## src/sv/dfso_pkg.sv

```systemverilog
// Shared widths, operation codes and the lowest-set-bit encoder for the depth-first search block.
`default_nettype none
package dfso_pkg;

   localparam int ROW_W = 16;   // adjacency row width, one bit per vertex
   localparam int VTX_W = 4;    // vertex number width
   localparam int CNT_W = 5;    // vertex count register width

   localparam logic [CNT_W-1:0] COUNT_RESET = 5'd16;

   localparam logic OP_ROW_WRITE = 1'b0;
   localparam logic OP_SEARCH    = 1'b1;

   typedef logic [ROW_W-1:0] row_type;
   typedef logic [VTX_W-1:0] vertex_type;

   // Return the index of the lowest set bit; zero when no bit is set.
   function automatic vertex_type lowest_set(input row_type bits);
      vertex_type idx;
      idx = '0;
      for (int i = ROW_W - 1; i >= 0; i--) begin
         if (bits[i]) begin
            idx = VTX_W'(i);
         end
      end
      return idx;
   endfunction

endpackage
`default_nettype wire

```

## src/sv/dfso_ram.sv

```systemverilog
// Simple dual-port synchronous RAM with registered read.
`default_nettype none
module dfso_ram #(
   parameter int DEPTH = 16,
   parameter int WIDTH = 16
) (
   input  wire logic                     clock,
   input  wire logic                     wr_en,
   input  wire logic [$clog2(DEPTH)-1:0] wr_addr,
   input  wire logic [WIDTH-1:0]         wr_data,
   input  wire logic                     rd_en,
   input  wire logic [$clog2(DEPTH)-1:0] rd_addr,
   output      logic [WIDTH-1:0]         rd_data
);

   logic [WIDTH-1:0] mem [DEPTH];
   logic [WIDTH-1:0] rd_data_ff;

   always_ff @(posedge clock) begin
      if (wr_en) begin
         mem[wr_addr] <= wr_data;
      end
      if (rd_en) begin
         rd_data_ff <= mem[rd_addr];
      end
   end

   assign rd_data = rd_data_ff;

endmodule
`default_nettype wire

```

## src/sv/depth_first_search_order.sv

```systemverilog
// Top level: iterative depth-first search over an adjacency matrix held in RAM.
//
//   channel   ports                                   transfer when
//   request   start, busy, req_*                      start high and busy low
//   response  rsp_valid, rsp_vertex, rsp_last         rsp_valid high (one cycle each)
//   config    csr_wr_en, csr_wr_data                  csr_wr_en high
//
// A row write returns nothing; busy stays low.
// A search loads the start vertex, emits one vertex per visit in ST_EXPAND, pops
// the stack through ST_POP back to ST_EXPAND and closes in ST_DONE; its pace is set
// by the registered reads of the adjacency and stack RAMs in the expand/pop loop.
// Reset clears the control state and loads vertex_count with 16; RAM contents are
// not cleared. The receiver cannot stall: each result is shown for exactly one cycle.
`default_nettype none
module depth_first_search_order
   import dfso_pkg::*;
#(
   parameter int MAX_VERTICES = 16
) (
   input  wire logic             clock,
   input  wire logic             reset,
   input  wire logic             start,
   output      logic             busy,
   input  wire logic             req_operation,
   input  wire logic [3:0]       req_row_index,
   input  wire logic [15:0]      req_row_bits,
   input  wire logic [3:0]       req_start_vertex,
   output      logic             rsp_valid,
   output      logic [3:0]       rsp_vertex,
   output      logic             rsp_last,
   input  wire logic             csr_wr_en,
   input  wire logic [CNT_W-1:0] csr_wr_data
);

   // Vertices beyond the row width never have edges, so storage stops there.
   localparam int ADJ_DEPTH = (MAX_VERTICES < ROW_W) ? MAX_VERTICES : ROW_W;
   localparam int AW        = $clog2(ADJ_DEPTH);
   localparam logic [6:0] MAX_N = 7'(MAX_VERTICES);
   localparam logic [CNT_W-1:0] ADJ_ROWS = CNT_W'(ADJ_DEPTH);

   localparam logic [1:0] ST_IDLE   = 2'd0;
   localparam logic [1:0] ST_EXPAND = 2'd1;  // adjacency row of top vertex is on RAM output
   localparam logic [1:0] ST_POP    = 2'd2;  // popped vertex is on stack RAM output
   localparam logic [1:0] ST_DONE   = 2'd3;  // emit the held vertex as the final one

   logic [1:0]       state_ff, state_in;
   logic [CNT_W-1:0] count_ff;
   row_type          visited_ff, visited_in;
   row_type          mask_ff, mask_in;
   vertex_type       top_ff, top_in;
   logic [AW-1:0]    depth_ff, depth_in;
   vertex_type       pend_ff, pend_in;
   logic             rsp_valid_ff, rsp_valid_in;
   vertex_type       rsp_vertex_ff, rsp_vertex_in;
   logic             rsp_last_ff, rsp_last_in;

   logic             accept;
   logic [6:0]       eff_count;
   row_type          use_mask;
   logic             start_ok;

   logic             adj_we;
   logic             adj_re;
   logic [AW-1:0]    adj_raddr;
   row_type          adj_rd;

   logic             stk_we;
   logic             stk_re;
   logic [AW-1:0]    stk_raddr;
   vertex_type       stk_rd;

   row_type          cand;
   logic             has_open;
   vertex_type       next_v;

   assign accept = start && !busy;
   assign busy   = (state_ff != ST_IDLE);

   // Effective vertex count: zero counts as one, clamp to the configured maximum.
   always_comb begin
      priority if (count_ff == '0) begin
         eff_count = 7'd1;
      end else if (7'(count_ff) > MAX_N) begin
         eff_count = MAX_N;
      end else begin
         eff_count = 7'(count_ff);
      end
   end

   always_comb begin
      for (int i = 0; i < ROW_W; i++) begin
         use_mask[i] = (7'(i) < eff_count);
      end
   end

   assign start_ok = (7'(req_start_vertex) < eff_count);

   // Row writes go straight into the adjacency RAM; rows past the storage drop.
   assign adj_we = accept && (req_operation == OP_ROW_WRITE)
                   && ({1'b0, req_row_index} < ADJ_ROWS);

   dfso_ram #(
      .DEPTH (ADJ_DEPTH),
      .WIDTH (ROW_W)
   ) u_adj_ram (
      .clock   (clock),
      .wr_en   (adj_we),
      .wr_addr (req_row_index[AW-1:0]),
      .wr_data (req_row_bits),
      .rd_en   (adj_re),
      .rd_addr (adj_raddr),
      .rd_data (adj_rd)
   );

   // Stack below the top vertex; the top itself lives in top_ff. A push and a
   // pop never fall in the same cycle, so no forwarding is needed.
   dfso_ram #(
      .DEPTH (ADJ_DEPTH),
      .WIDTH (VTX_W)
   ) u_stack_ram (
      .clock   (clock),
      .wr_en   (stk_we),
      .wr_addr (depth_ff),
      .wr_data (top_ff),
      .rd_en   (stk_re),
      .rd_addr (stk_raddr),
      .rd_data (stk_rd)
   );

   // Open neighbors of the top vertex: edges to in-use, unvisited vertices.
   assign cand     = adj_rd & ~visited_ff & mask_ff;
   assign has_open = |cand;
   assign next_v   = lowest_set(cand);
   assign stk_raddr = depth_ff - 1'b1;

   always_comb begin
      state_in      = state_ff;
      visited_in    = visited_ff;
      mask_in       = mask_ff;
      top_in        = top_ff;
      depth_in      = depth_ff;
      pend_in       = pend_ff;
      rsp_valid_in  = 1'b0;
      rsp_vertex_in = rsp_vertex_ff;
      rsp_last_in   = rsp_last_ff;
      adj_re        = 1'b0;
      adj_raddr     = top_ff[AW-1:0];
      stk_we        = 1'b0;
      stk_re        = 1'b0;

      unique case (state_ff)
         ST_IDLE: begin
            if (accept && (req_operation == OP_SEARCH)) begin
               // Hold the start vertex; it goes out once we know whether it is last.
               pend_in    = req_start_vertex;
               top_in     = req_start_vertex;
               visited_in = row_type'(1) << req_start_vertex;
               mask_in    = use_mask;
               depth_in   = '0;
               adj_re     = 1'b1;
               adj_raddr  = req_start_vertex[AW-1:0];
               state_in   = start_ok ? ST_EXPAND : ST_DONE;
            end
         end
         ST_EXPAND: begin
            if (has_open) begin
               // Visit: release the held vertex, push the old top, descend.
               rsp_valid_in  = 1'b1;
               rsp_vertex_in = pend_ff;
               rsp_last_in   = 1'b0;
               pend_in       = next_v;
               visited_in    = visited_ff | (row_type'(1) << next_v);
               stk_we        = 1'b1;
               depth_in      = depth_ff + 1'b1;
               top_in        = next_v;
               adj_re        = 1'b1;
               adj_raddr     = next_v[AW-1:0];
            end else if (depth_ff == '0) begin
               state_in = ST_DONE;
            end else begin
               // Exhausted: pop the vertex below.
               stk_re   = 1'b1;
               depth_in = depth_ff - 1'b1;
               state_in = ST_POP;
            end
         end
         ST_POP: begin
            top_in    = stk_rd;
            adj_re    = 1'b1;
            adj_raddr = stk_rd[AW-1:0];
            state_in  = ST_EXPAND;
         end
         ST_DONE: begin
            rsp_valid_in  = 1'b1;
            rsp_vertex_in = pend_ff;
            rsp_last_in   = 1'b1;
            state_in      = ST_IDLE;
         end
      endcase
   end

   always_ff @(posedge clock) begin
      if (reset) begin
         state_ff     <= ST_IDLE;
         count_ff     <= COUNT_RESET;
         depth_ff     <= '0;
         rsp_valid_ff <= 1'b0;
      end else begin
         state_ff     <= state_in;
         depth_ff     <= depth_in;
         rsp_valid_ff <= rsp_valid_in;
         if (csr_wr_en) begin
            count_ff <= csr_wr_data;
         end
      end
   end

   // Payload registers: no reset needed.
   always_ff @(posedge clock) begin
      visited_ff    <= visited_in;
      mask_ff       <= mask_in;
      top_ff        <= top_in;
      pend_ff       <= pend_in;
      rsp_vertex_ff <= rsp_vertex_in;
      rsp_last_ff   <= rsp_last_in;
   end

   assign rsp_valid  = rsp_valid_ff;
   assign rsp_vertex = rsp_vertex_ff;
   assign rsp_last   = rsp_last_ff;

endmodule
`default_nettype wire
```

## config.mk

```make
export PLATFORM = sky130hd
export DESIGN_NAME = depth_first_search_order
export DESIGN_NICKNAME = d
export VERILOG_FILES = /design/src/sv/dfso_pkg.sv /design/src/sv/dfso_ram.sv /design/src/sv/depth_first_search_order.sv
export SDC_FILE = /design/constraint.sdc
export NUM_CORES = 1
export LEC_CHECK = 0
export ABC_AREA = 0
export BUFFER_PORTS_ARGS = -buffer_cell sky130_fd_sc_hd__buf_4
export CAP_MARGIN = 20
export CORE_ASPECT_RATIO = 1.4
export CORE_UTILIZATION = 32
export CTS_BUF_LIST = sky130_fd_sc_hd__clkbuf_8 sky130_fd_sc_hd__clkbuf_16
export DETAILED_ROUTE_END_ITERATION = 12
export PLACE_DENSITY = 0.47
export SLEW_MARGIN = 10
export SYNTH_ARGS = -nofsm -noshare
export SYNTH_HDL_FRONTEND = slang
export SYNTH_SLANG_ARGS = --single-unit
```

## constraint.sdc

```tcl
create_clock -name clock -period 5.26 [get_ports clock]
set_input_delay 0.789 -clock clock [delete_from_list [all_inputs] [get_ports clock]]
set_output_delay 0.789 -clock clock [all_outputs]
set_load 0.05 [all_outputs]
```

==> flow_summary.toml <==
[run_status]
outcome = "completed"

[routing]
routedWlPerCell_um = 22.3
wl_met3_mm = 1.19
drt-met1-wl_mm = 16.7
drtPass1Iterations = 6
dr.first_iter.drc_count = 564
antenna_left = 0
drc = 0
routed.top_layer = "met4"
dr_wl_met2_mm = 21.1
viasPerCell = 4.98
wirelength_mm = 39.9
via_count = 8904

[timing]
setup_tns_ns = 0
finalMaxSlewViolations = 0
min_period_over_period_pct = 75.5
tightest_slew_ns = 0.898
rsz0062_at_grt = "false"
holdWs_ns = 0.430
hold_viol = 0
maxClockFrequency_mhz = 252
period_needed_ns = 3.97
timing.slew.headroom_pct = 40.1
skew_ns = 0.0213
finalSetupViolCount = 0

[worst_setup_path]
r2r_end = "u_adj_ram.rd_data[2]"
cp-start-kind = "flop"
worstSetupPathType = "reg -> reg"
max_stage_delay_ns = 0.64
critPathArrivalTime_ns = 4.33
r2r-start = "state_ff[0]"
cp-startpoint = "state_ff[0]"
critPathCapture = "u_adj_ram.rd_data[2]"
crit_chain = "nand2b_1, nor4_4, a31oi_1, o21ai_4, buf_4, or3_1, o22ai_1, or3_1, a221oi_2"
crit_required_ns = 5.62
timing.critical_path.mode_cell = "or3_1"
rr_worst_depth = 9
worstPathMaxFanout = 31
cpMaxStageDelayCell = "or3_1"
cp-end-kind = "flop"
rrSetupSlack_ns = 1.29

[yosys]
synth-main-ff-cell = "edfxtp_1"
synth_edf_count = 381
synth_area_leaders = "edfxtp_1, mux2i_1, mux2_2"
postSynth.asyncResetShare_pct = 0
synth_warnings = 0
ys_types = 65
syn_inst = 1045
ys_seq_area_share_pct = 70.9
avgSynthCellArea_sq_um = 15.9
syn_area_sq_mm = 0.0166
synth-seq-cells = 397
synth_top_area_share_pct = 68.9
syn-num-nets = 1087
yosys.area.top_type = "edfxtp_1"

[die]
rows = 98
start_util_pct = 32.5
ioPinCount = 41
chipWidth_um = 194
die-area_sq_mm = 0.0528
core_area_sq_mm = 0.0511
fp.dieH_um = 271

[cells_and_area]
finalInstanceArea_sq_mm = 0.0191
final_cell_mix = "edfxtp_1, nand2_1, mux2i_1"
final_nets = 1147
layout_commonest_cell = "edfxtp_1"
drive_gt1_share_pct = 22.4
area_growth_pct = 14.9
final_util_pct = 37.3
final_cell_count_no_fill = 1787
n_antenna_cell = 0

[cts]
clk_pin_slew_ns = 0.06
cts_htree_levels = 2
cts_resized = 0
post-cts-setup-buffers = 0
clock_path_buffers = 3
cts_tree = "done"
ctsRootBufferMaster = "clkbuf_16"
numCtsBuffers = 41
hold_buffers = 0
clock_sinks = 397
insertion_delay_ns = 0.56

[global_route]
grt_pass1_vias = 9107
grt_usage_pct = 15.3
grt_max_degree = 57
antenna_found_initial = 0
grt_overflow = 0
grt_pass1_wl_mm = 59.3

[power]
power.leakage_nw = 6.30
sw_frac_of_total_pct = 27.7
pwr-share-seq_pct = 46.6
p_sw_mw = 2.26
p_per_area_mw_per_mm2 = 429
p_clk_share_pct = 34.9
comb_power_share_pct = 18.5
p_int_mw = 5.92
irDropWorstVdd_mv = 0.311

[hold_path]
hold_path.class = "reg -> reg"

[place]
numPortBuffers = 40
gp_congestion = 0.803
dp_cells = 1712
place_area_sq_mm = 0.0177
hpwlAfterDp_mm = 24.9

[run]
maxCapViolCount = 0
==> sequential cells by signal, summed over array words and instances, names as in the netlist <==
name	count
u_adj_ram.mem	256
u_stack_ram.mem	64
mask_ff	16
u_adj_ram.rd_data	16
visited_ff	16
count_ff	5
depth_ff	4
pend_ff	4
rsp_vertex	4
top_ff	4
u_stack_ram.rd_data	4
state_ff	2
rsp_last	1
rsp_valid	1
==> through the flow <==
stage | total power, mW | setup WS (ns)
after CTS | 8.29 | 1.27
after global placement | 5.41 | 1.43
after global routing | 8.53 | 0.989
after detailed placement | 5.42 | 1.30
final | 8.18 | 1.29
after floorplan | 4.93 | 1.82
==> metal layers <==
| layer | track usage (%) | vias up |
|---|---|---|
| li1 | - | 4191 |
| met1 | 18.4 | 4490 |
| met2 | 28.0 | 164 |
| met3 | 2.07 | 59 |
| met4 | 4.74 | 0 |
| met5 | 0 | - |
==> worst max-delay path: cells and delay by family, from the launching register on <==
family | cells | cell delay [ns]
AO/OA/AOI/OAI | 4 | 0.70
buffers and inverters | 1 | 0.46
flip-flops | 1 | 0.56
AND/OR/NAND/NOR | 4 | 2.06
==> cell families (layout without fill, tap and decap cells) <==
group | Yosys count | after routing | synth area share (%)
and+or+nand+nor | 266 | 266 | 8.47
buffers and inverters | 65 | 157 | 1.97
adders and majority gates | 8 | 8 | 0.603
DFF | 397 | 397 | 70.9
other | 1 | 1 | 0.0226
AOI/OAI and AO/OA | 157 | 157 | 7.04
muxes | 149 | 149 | 10.9
xor gates and xnor gates | 2 | 2 | 0.106
==> power by group through the flow <==
stage / Combinational (mW) / Sequential, mW / Clock [mW]
3_5_place_dp: 1.54 / 3.88 / 0
6_report: 1.52 / 3.81 / 2.86
2_1_floorplan: 1.13 / 3.80 / 0
4_1_cts: 1.54 / 3.82 / 2.94
3_3_place_gp: 1.53 / 3.88 / 0
5_1_grt: 1.65 / 3.83 / 3.05
==> worst min path at each step <==
stage	start	to	slack (ns)	cells past startpoint
2_1_floorplan	pend_ff[0]	rsp_vertex[0]	0.40	0
3_3_place_gp	pend_ff[1]	rsp_vertex[1]	0.40	0
3_5_place_dp	pend_ff[2]	rsp_vertex[2]	0.42	0
4_1_cts	csr_wr_data[4]	count_ff[4]	0.41	2
5_1_grt	csr_wr_data[4]	count_ff[4]	0.43	2
6_report	pend_ff[2]	rsp_vertex[2]	0.43	0
==> Yosys cell counts (17+ instances only) <==
| cell | count |
|---|---|
| a211oi_1 | 26 |
| a21oi_1 | 17 |
| and2_1 | 26 |
| clkbuf_1 | 24 |
| edfxtp_1 | 381 |
| mux2_2 | 55 |
| mux2i_1 | 74 |
| mux4_2 | 20 |
| nand2_1 | 84 |
| nand2b_1 | 18 |
| nor2_1 | 52 |
| o21ai_0 | 36 |
| o22ai_1 | 20 |
| or3_1 | 18 |
==> final cells by class <==
class                           count  area, sq um
Fill cell                        4762        32100
Sequential cell                   397        11800
Multi-Input combinational cell    583         4580
Clock buffer                       42         1050
Tap cell                          650          813
Timing Repair Buffer               71          541
Clock inverter                     33          273
Inverter                           11         43.8
No activity file was read; power rests on OpenSTA's default activity.
